File: src/rtl/tlpvc_pkg.sv
// Shared constants and types for the tank level, pump and valve controller.
`default_nettype none

package tlpvc_pkg;

  localparam int unsigned HeightW  = 10;
  localparam int unsigned GapW     = 10;
  localparam int unsigned DistInW  = 16;
  localparam int unsigned DistW    = 11;
  localparam int unsigned FillW    = 8;
  localparam int unsigned ClsW     = 3;
  localparam int unsigned IconW    = 3;
  localparam int unsigned TicksW   = 5;

  // |diff| * 100 stays below 2**17 for any 10-bit gap and height
  localparam int unsigned DvdW     = 17;
  localparam int unsigned DvsW     = 10;
  localparam int unsigned DivSteps = DvdW;
  localparam int unsigned DivCntW  = $clog2(DivSteps + 1);

  localparam logic [HeightW-1:0] HeightReset = HeightW'(400);
  localparam logic [GapW-1:0]    GapReset    = GapW'(20);
  localparam logic [TicksW-1:0]  BlinkPeriod = TicksW'(31);

  // Register indexes on the configuration port
  localparam logic RegTankHeight = 1'b0;
  localparam logic RegAirGap     = 1'b1;

  // Item kinds
  localparam logic ModeMeasure = 1'b0;
  localparam logic ModeTick    = 1'b1;

  // Level classes
  localparam logic [ClsW-1:0] ClsEmpty    = ClsW'(0);
  localparam logic [ClsW-1:0] ClsLow      = ClsW'(1);
  localparam logic [ClsW-1:0] ClsNormal   = ClsW'(2);
  localparam logic [ClsW-1:0] ClsFull     = ClsW'(3);
  localparam logic [ClsW-1:0] ClsOverflow = ClsW'(4);

  // Divider request and status between the sequencer and the divider unit
  typedef struct packed {
    logic                start;
    logic [DvdW-1:0]     dividend;
    logic [DvsW-1:0]     divisor;
  } div_req_t;

  typedef struct packed {
    logic busy;
    logic done;
  } div_stat_t;

endpackage

`default_nettype wire

File: src/rtl/tank_level_pump_valve_controller.sv
// Top level: sequencer, controller state, config registers and output register.
//
//  port group   dir  transaction carries
//  s_axis_*     in   tdata: distance_cm, valve_switch, pump_switch; tuser: mode
//  m_axis_*     out  tdata: clamped_distance .. led_red
//  cfg_*        in   register write, index 0 tank_height, 1 air_gap
//
// A measurement passes these steps: the clamp is taken at acceptance, StPrep forms
// |d - air_gap| * 100 and starts the divider, 17 divider steps run in StDiv, StDiv
// sees the divider finish, StDone commits. The next item can be taken in the cycle
// after the commit. A tick goes from acceptance straight to commit; no divider pass.
// The input side is ready only while no item is in flight; a result waiting
// in the output register does not block acceptance, only the next commit.
// Reset (async, active low) restores registers to 400 / 20 and clears flags.
`default_nettype none

module tank_level_pump_valve_controller
  import tlpvc_pkg::*;
(
  input  wire logic        clk_i,
  input  wire logic        rst_ni,
  input  wire logic        s_axis_tvalid,
  output logic             s_axis_tready,
  input  wire logic [23:0] s_axis_tdata,  // distance_cm[15:0], valve_switch, pump_switch
  input  wire logic [0:0]  s_axis_tuser,  // mode
  output logic             m_axis_tvalid,
  input  wire logic        m_axis_tready,
  output logic [31:0]      m_axis_tdata,  // clamped_distance[10:0], fill_percent[7:0],
                                          // level_class[2:0], level_icon[2:0],
                                          // valve_open, pump_running, led_green, led_red
  input  wire logic        cfg_we_i,
  input  wire logic        cfg_idx_i,
  input  wire logic [9:0]  cfg_data_i
);

  localparam logic [1:0] StIdle = 2'd0;
  localparam logic [1:0] StPrep = 2'd1;
  localparam logic [1:0] StDiv  = 2'd2;
  localparam logic [1:0] StDone = 2'd3;

  logic [1:0]          state_q, state_d;
  logic [HeightW-1:0]  height_q;
  logic [GapW-1:0]     gap_q;
  logic                valve_q, valve_d;
  logic                pump_q, pump_d;
  logic [TicksW-1:0]   ticks_q, ticks_d;
  logic                green_q, green_d;
  logic                red_q, red_d;

  logic                mode_q;
  logic [DistW-1:0]    dist_q;
  logic                vsw_q, psw_q;
  logic                neg_q, neg_d;

  logic                m_valid_q;
  logic [31:0]         m_data_q, m_data_d;

  logic                in_accept;
  logic                out_free;
  logic                commit;
  logic [DistW-1:0]    total;
  logic [DistW-1:0]    clamp;
  logic [DistW-1:0]    mag;
  logic [DvdW-1:0]     mag100;
  logic [DvsW-1:0]     h_eff;
  div_req_t            div_req;
  div_stat_t           div_stat;
  logic [DvdW-1:0]     quot;
  logic [FillW-1:0]    fill;
  logic                over;
  logic [ClsW-1:0]     cls;
  logic [IconW-1:0]    icon;
  logic [TicksW-1:0]   ticks_inc;
  logic [DistW-1:0]    res_dist;
  logic [FillW-1:0]    res_fill;
  logic [ClsW-1:0]     res_cls;
  logic [IconW-1:0]    res_icon;

  assign in_accept     = s_axis_tvalid && s_axis_tready;
  assign s_axis_tready = (state_q == StIdle);
  assign out_free      = !m_valid_q || m_axis_tready;
  assign commit        = (state_q == StDone) && out_free;

  // clamp to the full tank depth on acceptance
  always_comb begin
    total = DistW'({1'b0, height_q} + {1'b0, gap_q});
    clamp = (s_axis_tdata[DistInW-1:0] > {{(DistInW-DistW){1'b0}}, total})
            ? total : s_axis_tdata[DistW-1:0];
  end

  // |d - gap| * 100 as shifts and adds
  always_comb begin
    neg_d  = dist_q < {1'b0, gap_q};
    mag    = neg_d ? DistW'({1'b0, gap_q} - dist_q) : DistW'(dist_q - {1'b0, gap_q});
    mag100 = DvdW'(({6'b0, mag} << 6) + ({6'b0, mag} << 5) + ({6'b0, mag} << 2));
    h_eff  = (height_q == '0) ? DvsW'(1) : height_q;
    div_req.start    = (state_q == StPrep);
    div_req.dividend = mag100;
    div_req.divisor  = h_eff;
  end

  tlpvc_div u_div (
    .clk_i      (clk_i),
    .rst_ni     (rst_ni),
    .req_i      (div_req),
    .stat_o     (div_stat),
    .quotient_o (quot)
  );

  // 100 -/+ quotient, saturated to 0..255
  always_comb begin
    if (neg_q) begin
      fill = (quot > DvdW'(155)) ? FillW'(255) : FillW'(DvdW'(100) + quot);
    end else begin
      fill = (quot > DvdW'(100)) ? FillW'(0) : FillW'(DvdW'(100) - quot);
    end
    over = dist_q < {2'b0, gap_q[GapW-1:1]};
  end

  tlpvc_cls u_cls (
    .fill_i (fill),
    .over_i (over),
    .cls_o  (cls),
    .icon_o (icon)
  );

  always_comb begin
    state_d   = state_q;
    valve_d   = valve_q;
    pump_d    = pump_q;
    ticks_d   = ticks_q;
    green_d   = green_q;
    red_d     = red_q;
    ticks_inc = ticks_q + TicksW'(1);
    res_dist  = '0;
    res_fill  = '0;
    res_cls   = ClsEmpty;
    res_icon  = '0;

    if (mode_q == ModeMeasure) begin
      res_dist = dist_q;
      res_fill = fill;
      res_cls  = cls;
      res_icon = icon;
    end

    unique case (state_q)
      StIdle: begin
        if (in_accept) begin
          state_d = (s_axis_tuser[0] == ModeTick) ? StDone : StPrep;
        end
      end
      StPrep: state_d = StDiv;
      StDiv: begin
        if (div_stat.done) begin
          state_d = StDone;
        end
      end
      StDone: begin
        if (out_free) begin
          state_d = StIdle;
          if (mode_q == ModeMeasure) begin
            // LEDs follow the level only while the old flag is off
            if (!pump_q) begin
              green_d = (cls == ClsFull) || (cls == ClsOverflow);
            end
            if (!valve_q) begin
              red_d = (cls == ClsEmpty);
            end
            valve_d = over || vsw_q;
            pump_d  = (dist_q > {1'b0, gap_q}) && psw_q;
          end else if (valve_q || pump_q) begin
            ticks_d = ticks_inc;
            if (ticks_inc >= BlinkPeriod) begin
              ticks_d = '0;
              if (valve_q) begin
                red_d = !red_q;
              end
              if (pump_q) begin
                green_d = !green_q;
              end
            end
          end
        end
      end
      default: state_d = StIdle;
    endcase

    m_data_d = {3'b0, red_d, green_d, pump_d, valve_d, res_icon, res_cls, res_fill, res_dist};
  end

  always_ff @(posedge clk_i or negedge rst_ni) begin
    if (!rst_ni) begin
      state_q   <= StIdle;
      height_q  <= HeightReset;
      gap_q     <= GapReset;
      valve_q   <= 1'b0;
      pump_q    <= 1'b0;
      ticks_q   <= '0;
      green_q   <= 1'b0;
      red_q     <= 1'b0;
      m_valid_q <= 1'b0;
    end else begin
      state_q <= state_d;
      valve_q <= valve_d;
      pump_q  <= pump_d;
      ticks_q <= ticks_d;
      green_q <= green_d;
      red_q   <= red_d;
      if (cfg_we_i) begin
        unique case (cfg_idx_i)
          RegTankHeight: height_q <= cfg_data_i;
          RegAirGap:     gap_q    <= cfg_data_i;
          default:       height_q <= height_q;
        endcase
      end
      if (commit) begin
        m_valid_q <= 1'b1;
      end else if (m_axis_tready) begin
        m_valid_q <= 1'b0;
      end
    end
  end

  always_ff @(posedge clk_i) begin
    if (in_accept) begin
      mode_q <= s_axis_tuser[0];
      dist_q <= clamp;
      vsw_q  <= s_axis_tdata[16];
      psw_q  <= s_axis_tdata[17];
    end
    if (state_q == StPrep) begin
      neg_q <= neg_d;
    end
    if (commit) begin
      m_data_q <= m_data_d;
    end
  end

  assign m_axis_tvalid = m_valid_q;
  assign m_axis_tdata  = m_data_q;

`ifndef SYNTHESIS
  a_div_done_in_div: assert property (@(posedge clk_i) disable iff (!rst_ni)
    div_stat.done |-> (state_q == StDiv))
    else $error("divider finished outside the divide state");

  a_div_busy_in_div: assert property (@(posedge clk_i) disable iff (!rst_ni)
    (state_q == StDiv) |-> (div_stat.busy || div_stat.done))
    else $error("divide state with an idle divider");

  a_ticks_below_period: assert property (@(posedge clk_i) disable iff (!rst_ni)
    ticks_q != BlinkPeriod)
    else $error("blink counter reached its period without wrapping");

  a_measure_to_prep: assert property (@(posedge clk_i) disable iff (!rst_ni)
    (in_accept && (s_axis_tuser[0] == ModeMeasure)) |=> (state_q == StPrep))
    else $error("accepted measurement did not start preparation");
`endif

endmodule

`default_nettype wire

File: src/rtl/tlpvc_div.sv
// Serial restoring divider: one quotient bit per cycle.
`default_nettype none

module tlpvc_div
  import tlpvc_pkg::*;
(
  input  wire logic            clk_i,
  input  wire logic            rst_ni,
  input  wire div_req_t        req_i,
  output div_stat_t            stat_o,
  output logic [DvdW-1:0]      quotient_o
);

  logic [DvsW-1:0]    rem_q, rem_d;
  logic [DvdW-1:0]    quo_q, quo_d;
  logic [DvsW-1:0]    dvs_q, dvs_d;
  logic [DivCntW-1:0] cnt_q, cnt_d;
  logic               busy_q, busy_d;
  logic               done_q, done_d;
  logic [DvsW:0]      trial;
  logic               fits;

  always_comb begin
    trial = {rem_q, quo_q[DvdW-1]};
    fits  = trial >= {1'b0, dvs_q};
  end

  always_comb begin
    rem_d  = rem_q;
    quo_d  = quo_q;
    dvs_d  = dvs_q;
    cnt_d  = cnt_q;
    busy_d = busy_q;
    done_d = 1'b0;
    if (req_i.start) begin
      rem_d  = '0;
      quo_d  = req_i.dividend;
      dvs_d  = req_i.divisor;
      cnt_d  = DivCntW'(DivSteps);
      busy_d = 1'b1;
    end else if (busy_q) begin
      // shift in the next dividend bit, subtract where the divisor fits
      rem_d = fits ? DvsW'(trial - {1'b0, dvs_q}) : trial[DvsW-1:0];
      quo_d = {quo_q[DvdW-2:0], fits};
      cnt_d = cnt_q - DivCntW'(1);
      if (cnt_q == DivCntW'(1)) begin
        busy_d = 1'b0;
        done_d = 1'b1;
      end
    end
  end

  always_ff @(posedge clk_i or negedge rst_ni) begin
    if (!rst_ni) begin
      cnt_q  <= '0;
      busy_q <= 1'b0;
      done_q <= 1'b0;
    end else begin
      cnt_q  <= cnt_d;
      busy_q <= busy_d;
      done_q <= done_d;
    end
  end

  always_ff @(posedge clk_i) begin
    rem_q <= rem_d;
    quo_q <= quo_d;
    dvs_q <= dvs_d;
  end

  assign stat_o.busy = busy_q;
  assign stat_o.done = done_q;
  assign quotient_o  = quo_q;

endmodule

`default_nettype wire

File: src/rtl/tlpvc_cls.sv
// Level class and fill icon from the fill percentage.
`default_nettype none

module tlpvc_cls
  import tlpvc_pkg::*;
(
  input  wire logic [FillW-1:0] fill_i,
  input  wire logic             over_i,
  output logic [ClsW-1:0]       cls_o,
  output logic [IconW-1:0]      icon_o
);

  always_comb begin
    priority if (fill_i > FillW'(99)) begin
      cls_o  = over_i ? ClsOverflow : ClsFull;
      icon_o = IconW'(5);
    end else if (fill_i > FillW'(9)) begin
      cls_o = ClsNormal;
      priority if (fill_i > FillW'(80)) begin
        icon_o = IconW'(5);
      end else if (fill_i > FillW'(60)) begin
        icon_o = IconW'(4);
      end else if (fill_i > FillW'(40)) begin
        icon_o = IconW'(3);
      end else if (fill_i > FillW'(20)) begin
        icon_o = IconW'(2);
      end else begin
        icon_o = IconW'(1);
      end
    end else if (fill_i != '0) begin
      cls_o  = ClsLow;
      icon_o = IconW'(1);
    end else begin
      cls_o  = ClsEmpty;
      icon_o = IconW'(0);
    end
  end

endmodule

`default_nettype wire

File: config.mk
export PLATFORM = sky130hd
export DESIGN_NAME = tank_level_pump_valve_controller
export DESIGN_NICKNAME = d
export VERILOG_FILES = /design/src/rtl/tlpvc_pkg.sv /design/src/rtl/tank_level_pump_valve_controller.sv /design/src/rtl/tlpvc_div.sv /design/src/rtl/tlpvc_cls.sv
export SDC_FILE = /design/constraint.sdc
export NUM_CORES = 1
export LEC_CHECK = 0
export BUFFER_PORTS_ARGS = -buffer_cell sky130_fd_sc_hd__buf_4
export CAP_MARGIN = 20
export CORE_MARGIN = 5
export CORE_UTILIZATION = 61
export DETAILED_ROUTE_END_ITERATION = 7
export PLACE_DENSITY = 0.81
export SETUP_SLACK_MARGIN = 0.3
export SLEW_MARGIN = 5
export SYNTH_ARGS = -nofsm -noshare
export SYNTH_HDL_FRONTEND = slang
export SYNTH_SLANG_ARGS = --single-unit
export TNS_END_PERCENT = 100
File: constraint.sdc
create_clock -name clk_i -period 7.5 [get_ports clk_i]
set_clock_uncertainty 0.1 [all_clocks]
set_input_delay 2.25 -clock clk_i [delete_from_list [all_inputs] [get_ports clk_i]]
set_output_delay 2.25 -clock clk_i [all_outputs]
set_load 0.05 [all_outputs]
* Word level (Yosys, flattened, before mapping) *
Cells that the tools add are included.

storage, ports and cells
  flip-flop bits (word level) = 120
  input bits = 41
  output and inout port bits = 34
  word-level logic and storage cells = 132

cells by class
  add/sub/neg operators = 10
  $lt $le $gt $ge = 14
  equality and inequality tests = 9
  muxes and demuxes = 54
  bitwise operators = 1
  reductions and logical operators = 21

operators with widths
  kind                 number
  $mux 17              2
  $mux 1               29
  $mux 3               8
  $mux 8               3
  $mux 11              2
  $add 17x13->17       1
  $add 17x16->17       1
  $gt 17x7->1 const B  1
  $gt 17x8->1 const B  1
  $gt 16x11->1         1
  $gt 8x6->1 const B   2
  $gt 8x7->1 const B   2
  $mux 5               3
  $add 10x10->11       1
  $ge 11x10->1         1
  $gt 11x10->1         1
  $lt 11x10->1         1
  $lt 11x9->1          1
  $sub 10x11->11       1
  $sub 11x10->11       1
  $logic_not 10->1     1
  $mux 10              1
  $mux 2               5
  $sub 10x10->10       1
  27 further kinds     38

* Longest topological paths before layout *
Gate-level depths: netlist of run 1.

  depth in word-level cells = 13
  mapped depth = 23
  mapped depth without buffers = 21

* By module *
From an unflattened synthesis of run 1, not the netlist that was laid out.

second synthesis, totals
  cell total of the unflattened synthesis = 866
  area, all modules = 8679.6 sq um

by module, submodules not included
  module                            times used  cells an instance  area each (sq um)  sequential area each (sq um)
  tank_level_pump_valve_controller  1           645                6237.2             2128.3
  tlpvc_div                         1           197                2296.0             1186.1
  tlpvc_cls                         1           24                 146.4              0.0

* Worst setup path before layout of run 1 *
No wires, ideal clock.

  kind = flip-flop to flip-flop
  start = register gap_q[6]
  end = register u_div.quo_q[14], in the netlist u_div.quotient_o[14] (data pin)
  setup time = 0.260 ns
  arrival time = 4.963 ns
  data required time = 7.140 ns
  slack = 2.177 ns
  stages on the path, launching flop included = 24
  path buffers = 2
  period minus slack after synthesis = 5.323 ns
  cells stage by stage = dfrtp_1 -> inv_1 -> ha_1 -> clkbuf_1 -> a21oi_1 -> o21ai_0 -> or2_2 -> o31ai_4 -> buf_2 -> nand3_1 -> o2111a_1 -> xnor2_1 -> inv_1 -> fa_1 -> inv_1 -> fa_1 -> a21o_1 -> a21oi_1 -> o21bai_1 -> a21oi_1 -> o21bai_1 -> a21oi_1 -> xnor2_1 -> mux2_2

on the way
  word-level cells in the longest chain between the ends = 5
  elaborated cells on any way between the ends = 7
  classes of those cells = add/sub: 4; order compare: 1; mux: 2

RTL lines
  what                    line                                     RTL
  start, declared         tank_level_pump_valve_controller.sv:43   logic [GapW-1:0] gap_q;
  start signal, assigned  tank_level_pump_valve_controller.sv:196  gap_q <= GapReset;
  start signal, assigned  tank_level_pump_valve_controller.sv:213  RegAirGap: gap_q <= cfg_data_i;
  $lt 11x10->1 *          tank_level_pump_valve_controller.sv:93   neg_d = dist_q < {1'b0, gap_q};
  net neg_d               tank_level_pump_valve_controller.sv:53   logic neg_q, neg_d;
  $mux 11 *               tank_level_pump_valve_controller.sv:94   mag = neg_d ? DistW'({1'b0, gap_q} - dist_q) : DistW'(dist_q - {1'b0, gap_q});
  $add 17x16->17          tank_level_pump_valve_controller.sv:95   mag100 = DvdW'(({6'b0, mag} << 6) + ({6'b0, mag} << 5) + ({6'b0, mag} << 2));
  $add 17x13->17 *        tank_level_pump_valve_controller.sv:95
  $mux 17 *               tlpvc_div.sv:35                          if (req_i.start) begin
  net u_div.quo_d[14]     tlpvc_div.sv:15                          logic [DvdW-1:0] quo_q, quo_d;
  end signal, assigned    tlpvc_div.sv:67                          quo_q <= quo_d;
  end, declared           tlpvc_div.sv:15

The timed path passes the listed nets; every way through them passes the cells marked *.
A chain may end at the register's enable or synchronous reset.

* Worst setup path after layout of run 1 *
  start = register gap_q[1]
  end = register u_div.quo_q[14], in the netlist u_div.quotient_o[14] (data pin)

on the way
  word-level cells in the longest chain between the ends = 5
  elaborated cells on any way between the ends = 7
  classes of those cells = add/sub: 4; order compare: 1; mux: 2

RTL lines
  what                                    line
  $sub 11x10->11 (tied with other cells)  tank_level_pump_valve_controller.sv:94
  $mux 11 *                               tank_level_pump_valve_controller.sv:94
  $add 17x16->17                          tank_level_pump_valve_controller.sv:95
  $add 17x13->17 *                        tank_level_pump_valve_controller.sv:95
  $mux 17 *                               tlpvc_div.sv:35
  net u_div.quo_d[14]                     tlpvc_div.sv:15

Marked as above.

==> impl_summary.md, run 1 <==
Status
The flow ran to the end, and the final reports show no timing, DRC or antenna violations.

Worst setup path
The worst flop-to-flop path endpoint is u_div.quotient_o[14]. Data on the critical path is required at its endpoint by about 7600 ps. The peak per-stage delay on the critical path is about 740 ps. The worst setup path is captured at a register. The internal reg-to-reg setup slack is between 1000 and 1500 ps. The reg-to-reg startpoint is gap_q[1]. By startpoint and endpoint, the worst setup path is classified as reg2reg. Among cell families on the critical path, the largest total delay comes from compound AO/OA/AOI/OAI gates. On the critical path, the stage with the largest delay is an instance of sky130_fd_sc_hd__o31ai_4. In this run the worst path has a maximum fanout of 16. Walking the worst path, the cells encountered are inv_1 > ha_1 > nor2b_1 > o21ai_0 > a211oi_1 > o31ai_4 > mux2i_1 > o2111a_1 > xnor2_1 > inv_1 > fa_1 > inv_1 > fa_1 > a21o_1 > a21oi_1 > o21bai_1 > a21oi_1 > o21bai_1 > a21oi_1 > xnor2_1 > mux2_2.

Data on the critical path arrives at its endpoint at 6340 ps. The worst register-to-register path has a depth of 21. STA classifies the critical path startpoint as a register. Together, buffers and inverters on the worst path number 3.

Floorplanning
The floorplan row count is 43. The die extent in y is ~130 µm. From left edge to right edge, the die measures 128 µm. The region available for standard cell placement spans 13800 µm². The initial core utilization is 0.619. The boundary pin count is 75.

The floorplan step defined a die boundary enclosing around 16000 µm².

CTS
Post-CTS timing repair inserted 0 buffers for setup. TritonCTS built the clock tree. The clock root buffer is sky130_fd_sc_hd__clkbuf_16. The CTS H-tree depth is 4. CTS saw 120 sinks. The hold-fix buffer count after cts is 0. Buffers inserted during clock tree synthesis total 17. The maximum number of buffers from clock root to sink is 2.

For the worst-skew pair, the clock arrives at the later sink with an insertion delay of 420 ps. After clock tree synthesis, the repair step resized 0 gates. After clock tree synthesis, the clock-pin slew on the worst setup and hold paths is roughly 50 ps.

Synthesis
After synthesis the netlist holds a flip-flop and latch count of 120. The number of warnings reported in the yosys synthesis log is 0. The average instance area after synthesis is 10.1 µm². The cell taking the most area after synthesis is sky130_fd_sc_hd__edfxtp_1.

The most used flip-flop cell after synthesis is sky130_fd_sc_hd__edfxtp_1. The area share of the largest cell type after synthesis is 0.250. The cell count after synthesis came out at roughly 850.

The sequential cell area fraction in the yosys report is 0.389. The number of library cell types mapped by synthesis is 73. The netlist area before placement is 8520 µm². In the synthesized netlist the async set-or-reset flop fraction comes to 0.325. In the post-synthesis netlist, the biggest area contributors are sky130_fd_sc_hd__edfxtp_1 25%, sky130_fd_sc_hd__ha_1 13%, sky130_fd_sc_hd__dfrtp_1 10%. The number of flops mapped to enable cells by yosys is between 70 and 80.

Layout
The final net count is 1037. The layout filler cell count is roughly 1100. The number of antenna repair diodes is 0. The growth of design area from synthesis to finish is 13.6%. The share of layout cells above drive strength 1 is 0.174.

Route
The first detailed-routing pass took 5 iterations. Summing over every cut layer, the via total after detailed routing is 6429. The post-detailed-route DRC marker count is 0.

The number of DRC markers in iteration 0 is 476. The final wirelength is 18100 µm. The number of antenna-violating nets in the routed design is 0. Dividing the detail-routed wire length by the instance count gives 16.6 µm. The per-cell via count in the routed design is 5.90.

Timing
Setup violations remaining at the end of the flow were counted as 0. The summed negative setup slack over all endpoints is 0 ps. Derived from the worst setup path, the maximum achievable clock frequency is ~0.16 GHz. The final hold violation count is 0.

Setup repair after global routing left no endpoint under its margin. Of the available clock period, the critical path in the final layout requires 0.837. For the pin with the worst max-slew slack, the measured transition is 969 ps. The max-slew violation count is 0. The worst path in the final design needs a cycle of 6280 ps, including I/O delays and setup. The headroom to the max-slew limit is 0.354.

Placement
The routability congestion estimate from global placement is 0.916. Once detailed placement completed, the half-perimeter wirelength came to ~13000 µm. Port buffering added 65 buffers.

Global routing
The number of global-route vias before repair is 6358. Across every metal layer, demand over resource in global routing totals 0.228. The initial antenna violation count is 0.

The total congestion overflow is 0. Entering global routing, the biggest net connects 56 pins. The first global-routing pass estimated 30000 µm of wire.

Job
The number of maximum-capacitance violations is 0.

Min path
The worst hold endpoint is u_div.rem_q[9]. The count of cells along the worst hold path is 2. The kind of path behind the tightest hold check is reg2reg. The source of the worst hold timing path is u_div.rem_q[9].
## metrics by stage
stage / utilization / worst slack (ps) / cell area, µm² / instances / hold slack, ps
2_1_floorplan: - / 2180 / 8530 / 849 / 332
3_3_place_gp: 0.661 / 1430 / 9100 / 1058 / 346
3_5_place_dp: 0.661 / 1400 / 9100 / 1058 / 354
4_1_cts: 0.703 / 1230 / 9680 / 1090 / 361
5_1_grt: 0.703 / 814 / 9680 / 1090 / 391
6_report: 0.703 / 1220 / 9680 / 1090 / 357
## how the worst max path moves through the flow
stage / start / to / cells past startpoint
CTS: gap_q[1] / u_div.quotient_o[14] / 21
detailed placement: gap_q[1] / u_div.quotient_o[14] / 21
floorplan: gap_q[6] / u_div.quotient_o[14] / 23
finish: gap_q[1] / u_div.quotient_o[14] / 21
global route: gap_q[1] / u_div.quotient_o[14] / 21
global placement: gap_q[6] / u_div.quotient_o[14] / 21
## sequential cells by signal, indices dropped and copies added, names as in the netlist
signal            cells
dist_q               11
gap_q                10
green_q               1
height_q             10
m_axis_tdata         29
m_axis_tvalid         1
mode_q                1
neg_q                 1
psw_q                 1
pump_q                1
red_q                 1
state_q               2
ticks_q               5
u_div.busy_q          1
u_div.cnt_q           5
u_div.done_q          1
u_div.dvs_q          10
u_div.quotient_o     17
u_div.rem_q          10
valve_q               1
vsw_q                 1
## worst register-to-register path, delay by kind of cell, from the launching register on
family	cells	cell delay (ps)
AO/OA/AOI/OAI	10	2610
XOR/XNOR	2	460
adder cells (fa/ha/maj)	3	1350
buffers and inverters	3	330
flip-flops	1	530
multiplexers	2	500
AND/OR/NAND/NOR	1	140
## area by class of cell
| cell class | instances | area [µm²] | area share |
|---|---|---|---|
| sequential | 120 | 3310 | 0.342 |
| multi-input combinational | 600 | 4710 | 0.486 |
| inverter | 89 | 334 | 0.0345 |
| clock inverter | 9 | 125 | 0.0129 |
| clock buffer | 23 | 458 | 0.0473 |
| timing repair buffer | 69 | 518 | 0.0535 |
| tap | 180 | 225 | 0.0233 |
## cell usage after synthesis (4+ instances only)
| cell | n |
|---|---|
| sky130_fd_sc_hd__and3_1 | 6 |
| sky130_fd_sc_hd__xnor2_1 | 33 |
| sky130_fd_sc_hd__xor2_1 | 5 |
| sky130_fd_sc_hd__nand4_1 | 5 |
| sky130_fd_sc_hd__o21bai_1 | 7 |
| sky130_fd_sc_hd__buf_2 | 4 |
| sky130_fd_sc_hd__o21a_1 | 4 |
| sky130_fd_sc_hd__inv_1 | 89 |
| sky130_fd_sc_hd__nand2b_1 | 12 |
| sky130_fd_sc_hd__dfstp_2 | 5 |
| sky130_fd_sc_hd__or3_1 | 4 |
| sky130_fd_sc_hd__or2_2 | 9 |
| sky130_fd_sc_hd__buf_1 | 5 |
| sky130_fd_sc_hd__mux2_2 | 36 |
| sky130_fd_sc_hd__nor2b_1 | 15 |
| sky130_fd_sc_hd__mux2i_1 | 26 |
| sky130_fd_sc_hd__o21ai_0 | 30 |
| sky130_fd_sc_hd__o31ai_1 | 6 |
| sky130_fd_sc_hd__nor3_1 | 13 |
| sky130_fd_sc_hd__nand3_1 | 10 |
| sky130_fd_sc_hd__a31oi_1 | 5 |
| sky130_fd_sc_hd__o211ai_1 | 4 |
| sky130_fd_sc_hd__a21o_1 | 21 |
| sky130_fd_sc_hd__a211oi_1 | 17 |
| sky130_fd_sc_hd__edfxtp_1 | 71 |
| sky130_fd_sc_hd__clkbuf_1 | 27 |
| sky130_fd_sc_hd__nand2_1 | 49 |
| sky130_fd_sc_hd__nand3b_1 | 5 |
| sky130_fd_sc_hd__a2111oi_0 | 5 |
| sky130_fd_sc_hd__fa_1 | 12 |
| sky130_fd_sc_hd__nor2_1 | 56 |
| sky130_fd_sc_hd__ha_1 | 87 |
| sky130_fd_sc_hd__dfrtp_1 | 34 |
| sky130_fd_sc_hd__a21oi_1 | 54 |
| sky130_fd_sc_hd__dfxtp_1 | 10 |
## placed cells by master, fill, tap and decap left out, drive strengths merged, types with 17 or more instances in the layout
cell | netlist | final
nand2 | 49 | 49
clkbuf | 27 | 23
dfrtp | 34 | 34
o21ai | 30 | 30
nor2 | 56 | 56
a211oi | 17 | 17
mux2i | 26 | 26
edfxtp | 71 | 71
mux2 | 36 | 36
buf | 13 | 69
xnor2 | 33 | 33
inv | 89 | 89
ha | 87 | 87
a21o | 21 | 21
a21oi | 54 | 54
## cell families after synthesis
family,synth area share
AOI/OAI and AO/OA,0.155
xor gates and xnor gates,0.0391
buffers and inverters,0.0596
other,0.000440
and+or+nand+nor,0.123
DFF,0.389
muxes,0.0781
adders and majority gates,0.156
## routing by layer
metal  wire length, µm  global-route usage
met4               773               0.119
met1              7730               0.284
met2              8640               0.376
met3               947              0.0458
met5                 0                   0
Power of run 1 is left out: the tool's default activity adds up to more than one toggle a clock period on the data nets, which glitch-free logic cannot reach.
==> run 2: changes to the inputs <==
ABC_AREA = 1   (was not set)
clock period = 5.9 ns   (was 7.5 ns; I/O delays follow)
==> impl_summary.md, run 2 <==
Timing
The clock period minus final worst setup slack is 5070 ps (was 6280 ps). Setup repair after global routing missed its margin: no (unchanged). The maximum frequency from static timing analysis was 0.197 GHz (was 0.159 GHz). The final hold violation count is 0 (unchanged). The summed negative setup slack over all endpoints is 0 ps (unchanged). The post-route worst hold slack is 375 ps (was 357 ps). The share of the clock period used by the worst path after layout is 0.860 (was 0.837).

The max-slew violation count came to 0 (unchanged). The final number of setup-violating endpoints is 0 (unchanged). The slew at the pin closest to its max-slew limit came to 1030 ps (was 969 ps). The headroom to the max-slew limit is 0.315 (was 0.354). The minimum setup slack in the final design is 829 ps (was 1220 ps).

Floorplanning
The die extent in y came to 130 µm (was 128 µm). The initial core utilization is 0.626 (was 0.619). The area enclosed by the die boundary is 16900 µm² (was 16400 µm²). The area of the core is 14000 µm² (was 13800 µm²).

The boundary pin count is 75 (unchanged). The width of the die is 130 µm (was 128 µm). The floorplan row count was 43 (unchanged).

Layout
The growth of design area from synthesis to finish was 13.0% (was 13.6%). The number of antenna repair diodes was 0 (unchanged). The layout filler cell count is 1079 (was 1055). Most frequent cells in the layout: 248 x sky130_fd_sc_hd__nand2_1, 142 x sky130_fd_sc_hd__inv_1, 92 x sky130_fd_sc_hd__nor2_1, 87 x sky130_fd_sc_hd__ha_1, 71 x sky130_fd_sc_hd__edfxtp_1 (was 89 x sky130_fd_sc_hd__inv_1, 86 x sky130_fd_sc_hd__ha_1, 71 x sky130_fd_sc_hd__edfxtp_1, 69 x sky130_fd_sc_hd__buf_4, 56 x sky130_fd_sc_hd__nor2_1).

The share of layout cells above drive strength 1 came to 0.128 (was 0.174). The final net count was 1249 (was 1037). The area taken by flip-flops and latches is 3310 µm² (unchanged).

The multi-input gate area in the final layout came to 4730 µm² (was 4710 µm²). The most common cell after layout, fill and taps aside is sky130_fd_sc_hd__nand2_1 (was sky130_fd_sc_hd__inv_1). The final cell count without fillers is 1302 (was 1090). The number of flip-flops under the largest register name is 29 (unchanged).

Synthesis
The number of flip-flops and latches in the synthesized netlist came to 120 (unchanged). Ranking of synthesized cells by instance count: 248 x sky130_fd_sc_hd__nand2_1, 142 x sky130_fd_sc_hd__inv_1, 93 x sky130_fd_sc_hd__nor2_1, 87 x sky130_fd_sc_hd__ha_1, 71 x sky130_fd_sc_hd__edfxtp_1 (was 89 x sky130_fd_sc_hd__inv_1, 87 x sky130_fd_sc_hd__ha_1, 71 x sky130_fd_sc_hd__edfxtp_1, 56 x sky130_fd_sc_hd__nor2_1, 54 x sky130_fd_sc_hd__a21oi_1). The sequential cell area fraction in the yosys report is 0.378 (was 0.389). The dominant register cell in the synthesized netlist is sky130_fd_sc_hd__edfxtp_1 (unchanged). The number of library cell types mapped by synthesis is 61 (was 73). Dominant cells by area after synthesis: sky130_fd_sc_hd__edfxtp_1 24%, sky130_fd_sc_hd__ha_1 12%, sky130_fd_sc_hd__nand2_1 11% (was sky130_fd_sc_hd__edfxtp_1 25%, sky130_fd_sc_hd__ha_1 13%, sky130_fd_sc_hd__dfrtp_1 10%). The post-synthesis instance total is 1055 (was 847). The average instance area after synthesis came to 8.31 µm² (was 10.1 µm²). The number of warnings reported in the yosys synthesis log came to 0 (unchanged). The area share of the largest cell type after synthesis came to 0.243 (was 0.250). The most common cell in the synthesized netlist is sky130_fd_sc_hd__nand2_1 (was sky130_fd_sc_hd__inv_1).

The cell taking the most area after synthesis is sky130_fd_sc_hd__edfxtp_1 (unchanged). The netlist area before placement is 8760 µm² (was 8520 µm²). The number of flops mapped to enable cells by yosys is 71 (unchanged). The fraction of registers with async set or reset after synthesis came to 0.325 (unchanged).

Placement
The total instance count after detailed placement was 1270 (was 1058). The routability congestion estimate from global placement is 0.906 (was 0.916). The post-placement setup slack is 959 ps (was 1400 ps). The final HPWL from detailed placement was 14600 µm (was 13400 µm).

The count of input and output buffers was 65 (unchanged).

CTS
The clock network latency to the later pin of the worst-skew pair is 420 ps (about the same). The CTS tree is built (unchanged). The hold-fix buffer count after cts is 0 (unchanged). The clock-pin slew reported for the worst setup and hold paths after clock tree synthesis came to 60 ps (was 50 ps). The maximum number of buffers from clock root to sink is 2 (unchanged). The number of buffers inserted during clock tree synthesis came to 17 (unchanged). The post-CTS setup-driven buffer insertion count was 0 (unchanged). The number of resized instances in the post-cts repair step came to 0 (unchanged).

The clock sink count is 120 (unchanged). The clock root buffer is sky130_fd_sc_hd__clkbuf_16 (unchanged). The CTS H-tree depth was 4 (unchanged).

Worst setup path
The largest fanout on the critical path is 12 (was 16). The peak per-stage delay on the critical path is 570 ps (was 740 ps). The standard cell with the maximum stage delay on the critical path was sky130_fd_sc_hd__dfstp_2 (was sky130_fd_sc_hd__o31ai_4). The category of the worst setup path launch point is a register (unchanged). The kind of critical path is reg2reg (unchanged). The capturing element type of the critical path is a register (unchanged). Among the stages of the critical path, the cell type that occurs most often is sky130_fd_sc_hd__o21ai_4. The required time of the worst setup path is 5950 ps (was 7570 ps).

The arrival time of the worst setup path is 5130 ps (was 6340 ps). Cell Chain, Critical Path: inv_1 > ha_1 > nand2_4 > o21ai_4 > a21oi_4 > o21ai_4 > a21oi_4 > o21ai_4 > nand2_1 > o21ai_1 > inv_1 > fa_1 > ha_1 > fa_1 > a31oi_1 > o21ai_0 > a21oi_1 > nor2_1 > nor2_1 > xor2_1 > o21ai_0 (was inv_1 > ha_1 > nor2b_1 > o21ai_0 > a211oi_1 > o31ai_4 > mux2i_1 > o2111a_1 > xnor2_1 > inv_1 > fa_1 > inv_1 > fa_1 > a21o_1 > a21oi_1 > o21bai_1 > a21oi_1 > o21bai_1 > a21oi_1 > xnor2_1 > mux2_2).

Route
The final wirelength is 19400 µm (was 18100 µm). The number of DRC markers in iteration 0 is 450 (was 476). The routed wire length per instance is 14.9 µm (was 16.6 µm). The number of antenna-violating nets in the routed design is 0 (unchanged).

The total iterations of the first detailed-routing run is 6 (was 5). The per-cell via count in the routed design is 5.48 (was 5.90). The routed via count is 7133 (was 6429). The post-detailed-route DRC marker count is 0 (unchanged).

Status
Outcome: completed (unchanged).

Global routing
The global-route wire length before repair is 32600 µm (was 30000 µm). The total congestion overflow came to 0 (unchanged). The maximum number of pins on one net before global-route repair is 40 (was 56).

The overall global routing resource usage is 0.243 (was 0.228). The number of global-route vias before repair is 7056 (was 6358). The initial antenna violation count came to 0 (unchanged).

Min path
The kind of path behind the tightest hold check is reg2reg (unchanged).

Job
The number of maximum-capacitance violations was 0 (unchanged).
run 2: area by class of cell:
| cell class | count | area share |
|---|---|---|
| clock inverter | 13 | 0.0155 |
| timing repair buffer | 67 | 0.0508 |
| tap | 180 | 0.0227 |
| multi-input combinational | 756 | 0.477 |
| inverter | 147 | 0.0557 |
| clock buffer | 19 | 0.0437 |
| sequential | 120 | 0.335 |
run 2: worst paths after layout:
path,start,endpoint,slack [ps],cells after the start
max,gap_q[2],u_div.quotient_o[14],830,21
max reg2reg,gap_q[2],u_div.quotient_o[14],830,21
max in group asynchronous,rst_ni,valve_q,4080,1
min,u_div.rem_q[7],u_div.rem_q[7],370,2
min in group asynchronous,rst_ni,m_axis_tvalid,1230,1
min reg2reg,u_div.rem_q[7],u_div.rem_q[7],370,2
run 2: through the flow:
step                 util  area (µm²)
floorplan               -        8770
global placement    0.666        9320
detailed placement  0.666        9320
CTS                 0.708        9910
global route        0.708        9910
finish              0.708        9910
run 2: worst max-delay path: cells and delay by family (launching register included):
family                   cells  cell delay [ps]
adder cells (fa/ha/maj)      4             1630
AND/OR/NAND/NOR              4              350
buffers and inverters        2              160
AO/OA/AOI/OAI               10             1790
flip-flops                   1              570
XOR/XNOR                     1              180
run 2: routing by layer:
| layer | routed length (µm) | GRT usage | vias to the layer above | part of all wire |
|---|---|---|---|---|
| met2 | 9630 | 0.414 | 218 | 0.50 |
| met1 | 8310 | 0.304 | 3284 | 0.43 |
| met3 | 1040 | 0.0508 | 38 | 0.054 |
| met4 | 463 | 0.0929 | 0 | 0.024 |
| met5 | 0 | 0 | - | 0 |
| li1 | - | - | 3593 | - |
run 2: kinds of logic (layout without fill, tap and decap cells):
logic type      Yosys count  count (layout)  share of synthesized area
compound gates          182             182                      0.129
xor+xnor                 42              42                     0.0428
fa+ha+maj                99              99                      0.152
buf+inv                 181             246                     0.0837
flops                   120             120                      0.378
other cells               1               3                   0.000428
simple gates            430             430                      0.214
Power of run 2 is left out for the same reason.
==> run 3: changes to the inputs <==
CORE_MARGIN = 2   (was 5)
clock period = 5.2 ns   (was 5.9 ns; I/O delays follow)
==> impl_summary.md, run 3 (same netlist as run 2, synthesis figures left out) <==
Worst setup path
The peak per-stage delay on the critical path is 610 ps (was 570 ps). The count of buffering cells on the critical path with inverters included is 4 (was 2). The internal reg-to-reg setup slack is 450 ps (was 830 ps). Cell Chain, Critical Path: inv_1 > ha_4 > nand2_4 > o21ai_4 > a21oi_4 > o21ai_4 > a21oi_4 > buf_4 > o21ai_4 > nand2_1 > nand2_1 > inv_1 > fa_1 > ha_4 > a21oi_1 > o21ai_0 > a21oi_1 > inv_1 > a21oi_1 > nor2_1 > nor2_1 > xor2_1 > o21ai_0 (was inv_1 > ha_1 > nand2_4 > o21ai_4 > a21oi_4 > o21ai_4 > a21oi_4 > o21ai_4 > nand2_1 > o21ai_1 > inv_1 > fa_1 > ha_1 > fa_1 > a31oi_1 > o21ai_0 > a21oi_1 > nor2_1 > nor2_1 > xor2_1 > o21ai_0). The required time of the worst setup path is 5230 ps (was 5950 ps). The capturing element type of the critical path is a register (unchanged). The largest fanout on the critical path was 6 (was 12). The arrival time of the worst setup path is 4780 ps (was 5130 ps). The category of the worst setup path launch point was a register (unchanged). The kind of critical path is reg2reg (unchanged). The standard cell with the maximum stage delay on the critical path is sky130_fd_sc_hd__fa_1 (was sky130_fd_sc_hd__dfstp_2). The category of cells accounting for the largest share of critical-path delay is compound AO/OA/AOI/OAI gates (unchanged).

Timing
The slew at the pin closest to its max-slew limit was 1020 ps (was 1030 ps). The max-slew violation count is 0 (unchanged). The headroom to the max-slew limit is 0.320 (was 0.315). The share of the clock period used by the worst path after layout is 0.913 (was 0.860). Setup repair after global routing missed its margin: no (unchanged). The summed negative setup slack over all endpoints is 0 ps (unchanged). The clock period minus final worst setup slack is 4750 ps (was 5070 ps). The final hold violation count is 0 (unchanged). The maximum frequency from static timing analysis is 0.211 GHz (was 0.197 GHz). The final number of setup-violating endpoints is 0 (unchanged).

Layout
The final cell count without fillers is 1309 (was 1302). The share of layout cells above drive strength 1 is 0.140 (was 0.128). The multi-input gate area in the final layout is 4820 µm² (was 4730 µm²).

The final net count is 1256 (was 1249). The most common cell after layout, fill and taps aside is sky130_fd_sc_hd__nand2_1 (unchanged). The growth of design area from synthesis to finish was 14.0% (was 13.0%). The number of antenna repair diodes was 0 (unchanged). The number of flip-flops under the largest register name is 29 (unchanged).

Most frequent cells in the layout: 248 x sky130_fd_sc_hd__nand2_1, 142 x sky130_fd_sc_hd__inv_1, 92 x sky130_fd_sc_hd__nor2_1, 83 x sky130_fd_sc_hd__ha_1, 72 x sky130_fd_sc_hd__buf_4 (was 248 x sky130_fd_sc_hd__nand2_1, 142 x sky130_fd_sc_hd__inv_1, 92 x sky130_fd_sc_hd__nor2_1, 87 x sky130_fd_sc_hd__ha_1, 71 x sky130_fd_sc_hd__edfxtp_1). The area taken by flip-flops and latches came to 3310 µm² (unchanged). The layout filler cell count is 1038 (was 1079).

Status
Outcome: completed (unchanged).

Floorplanning
The area enclosed by the die boundary is 15300 µm² (was 16900 µm²). The initial core utilization came to 0.629 (was 0.626). The die extent in y came to 124 µm (was 130 µm). The area of the core is 13900 µm² (was 14000 µm²).

The boundary pin count is 75 (unchanged). The floorplan row count was 43 (unchanged). The width of the die came to 124 µm (was 130 µm).

Placement
The total instance count after detailed placement is 1271 (was 1270). The final HPWL from detailed placement was 14400 µm (was 14600 µm). The count of input and output buffers came to 65 (unchanged). The routability congestion estimate from global placement came to 0.910 (was 0.906).

Route
The routed wire length per instance is 15.1 µm (was 14.9 µm). The routed via count was 7280 (was 7133). The total iterations of the first detailed-routing run is 5 (was 6). The final wirelength is 19700 µm (was 19400 µm). The per-cell via count in the routed design was 5.56 (was 5.48). The number of antenna-violating nets in the routed design is 0 (unchanged). The number of DRC markers in iteration 0 was 648 (was 450).

The post-detailed-route DRC marker count is 0 (unchanged).

Global routing
The maximum number of pins on one net before global-route repair was 40 (unchanged). The global-route wire length before repair is 31700 µm (was 32600 µm). The overall global routing resource usage was 0.269 (was 0.243).

The initial antenna violation count came to 0 (unchanged). The number of global-route vias before repair was 6811 (was 7056). The total congestion overflow is 0 (unchanged).

CTS
The CTS tree is built (unchanged). The clock root buffer is sky130_fd_sc_hd__clkbuf_16 (unchanged). The CTS H-tree depth is 4 (unchanged). The clock network latency to the later pin of the worst-skew pair was 420 ps (about the same). The maximum number of buffers from clock root to sink is 2 (unchanged). The clock-pin slew reported for the worst setup and hold paths after clock tree synthesis is 60 ps (about the same). The clock sink count came to 120 (unchanged). The number of buffers inserted during clock tree synthesis was 17 (unchanged).

Job
The number of maximum-capacitance violations is 0 (unchanged).

Min path
The kind of path behind the tightest hold check is reg2reg (unchanged).
==> run 3: changes by cell type in the layout (fill, tap and decap cells not counted), sizes merged <==
cell | previous run | this run
bufinv | 3 | 1
o21ai | 71 | 72
nor2 | 99 | 100
clkinv | 8 | 9
clkinvlp | 2 | 3
buf | 67 | 72
==> run 3: layout make-up <==
| class | instances | area share |
|---|---|---|
| multi-input combinational | 758 | 0.482 |
| sequential | 120 | 0.332 |
| inverter | 147 | 0.0552 |
| timing repair buffer | 72 | 0.0541 |
| clock buffer | 19 | 0.0433 |
| tap | 180 | 0.0225 |
| clock inverter | 13 | 0.0106 |
==> run 3: what timing repair did <==
item                                    in CTS  in global routing
setup buffers                                1                  3
hold buffers                                 0                  0
pin swaps                                    1                  4
resized for setup                            1                 10
endpoints found under the setup margin       2                  3
cloned                                       1                  1
==> run 3: through the flow <==
stage / setup WS [ps] / utilization / hold WS, ps / area [µm²]
finish: 453 / 0.717 / 375 / 9990
global route: 296 / 0.717 / 394 / 9990
CTS: 345 / 0.709 / 374 / 9890
detailed placement: 250 / 0.669 / 364 / 9330
global placement: 362 / 0.669 / 362 / 9330
floorplan: 808 / - / 344 / 8770
==> run 3: metal layers <==
layer	track usage	wire length, µm	vias to the layer above
met5	0	0	-
li1	-	-	3599
met4	0.102	469	0
met3	0.0522	1010	51
met1	0.330	8310	3381
met2	0.468	9930	249
==> run 3: worst register-to-register path, stage by stage (launching register included) <==
cell and delay [ps]:
sky130_fd_sc_hd__dfstp_2 580, sky130_fd_sc_hd__inv_1 100, sky130_fd_sc_hd__ha_4 340, sky130_fd_sc_hd__nand2_4 70, sky130_fd_sc_hd__o21ai_4 160, sky130_fd_sc_hd__a21oi_4 90
sky130_fd_sc_hd__o21ai_4 190, sky130_fd_sc_hd__a21oi_4 120, sky130_fd_sc_hd__buf_4 160, sky130_fd_sc_hd__o21ai_4 210, sky130_fd_sc_hd__nand2_1 70, sky130_fd_sc_hd__nand2_1 130
sky130_fd_sc_hd__inv_1 110, sky130_fd_sc_hd__fa_1 610, sky130_fd_sc_hd__ha_4 240, sky130_fd_sc_hd__a21oi_1 170, sky130_fd_sc_hd__o21ai_0 140, sky130_fd_sc_hd__a21oi_1 180
sky130_fd_sc_hd__inv_1 80, sky130_fd_sc_hd__a21oi_1 140, sky130_fd_sc_hd__nor2_1 60, sky130_fd_sc_hd__nor2_1 100, sky130_fd_sc_hd__xor2_1 180, sky130_fd_sc_hd__o21ai_0 130
==> run 3: final timing paths <==
kind                                     start                    to  depth (start not counted)
worst min register to register  u_div.rem_q[4]        u_div.rem_q[4]                          2
min in group asynchronous               rst_ni         m_axis_tvalid                          1
worst min-delay path            u_div.rem_q[4]        u_div.rem_q[4]                          2
max in group asynchronous               rst_ni           height_q[8]                          1
worst max register to register        gap_q[2]  u_div.quotient_o[13]                         23
worst max-delay path                  gap_q[2]  u_div.quotient_o[13]                         23
Power of run 3 is left out for the same reason.
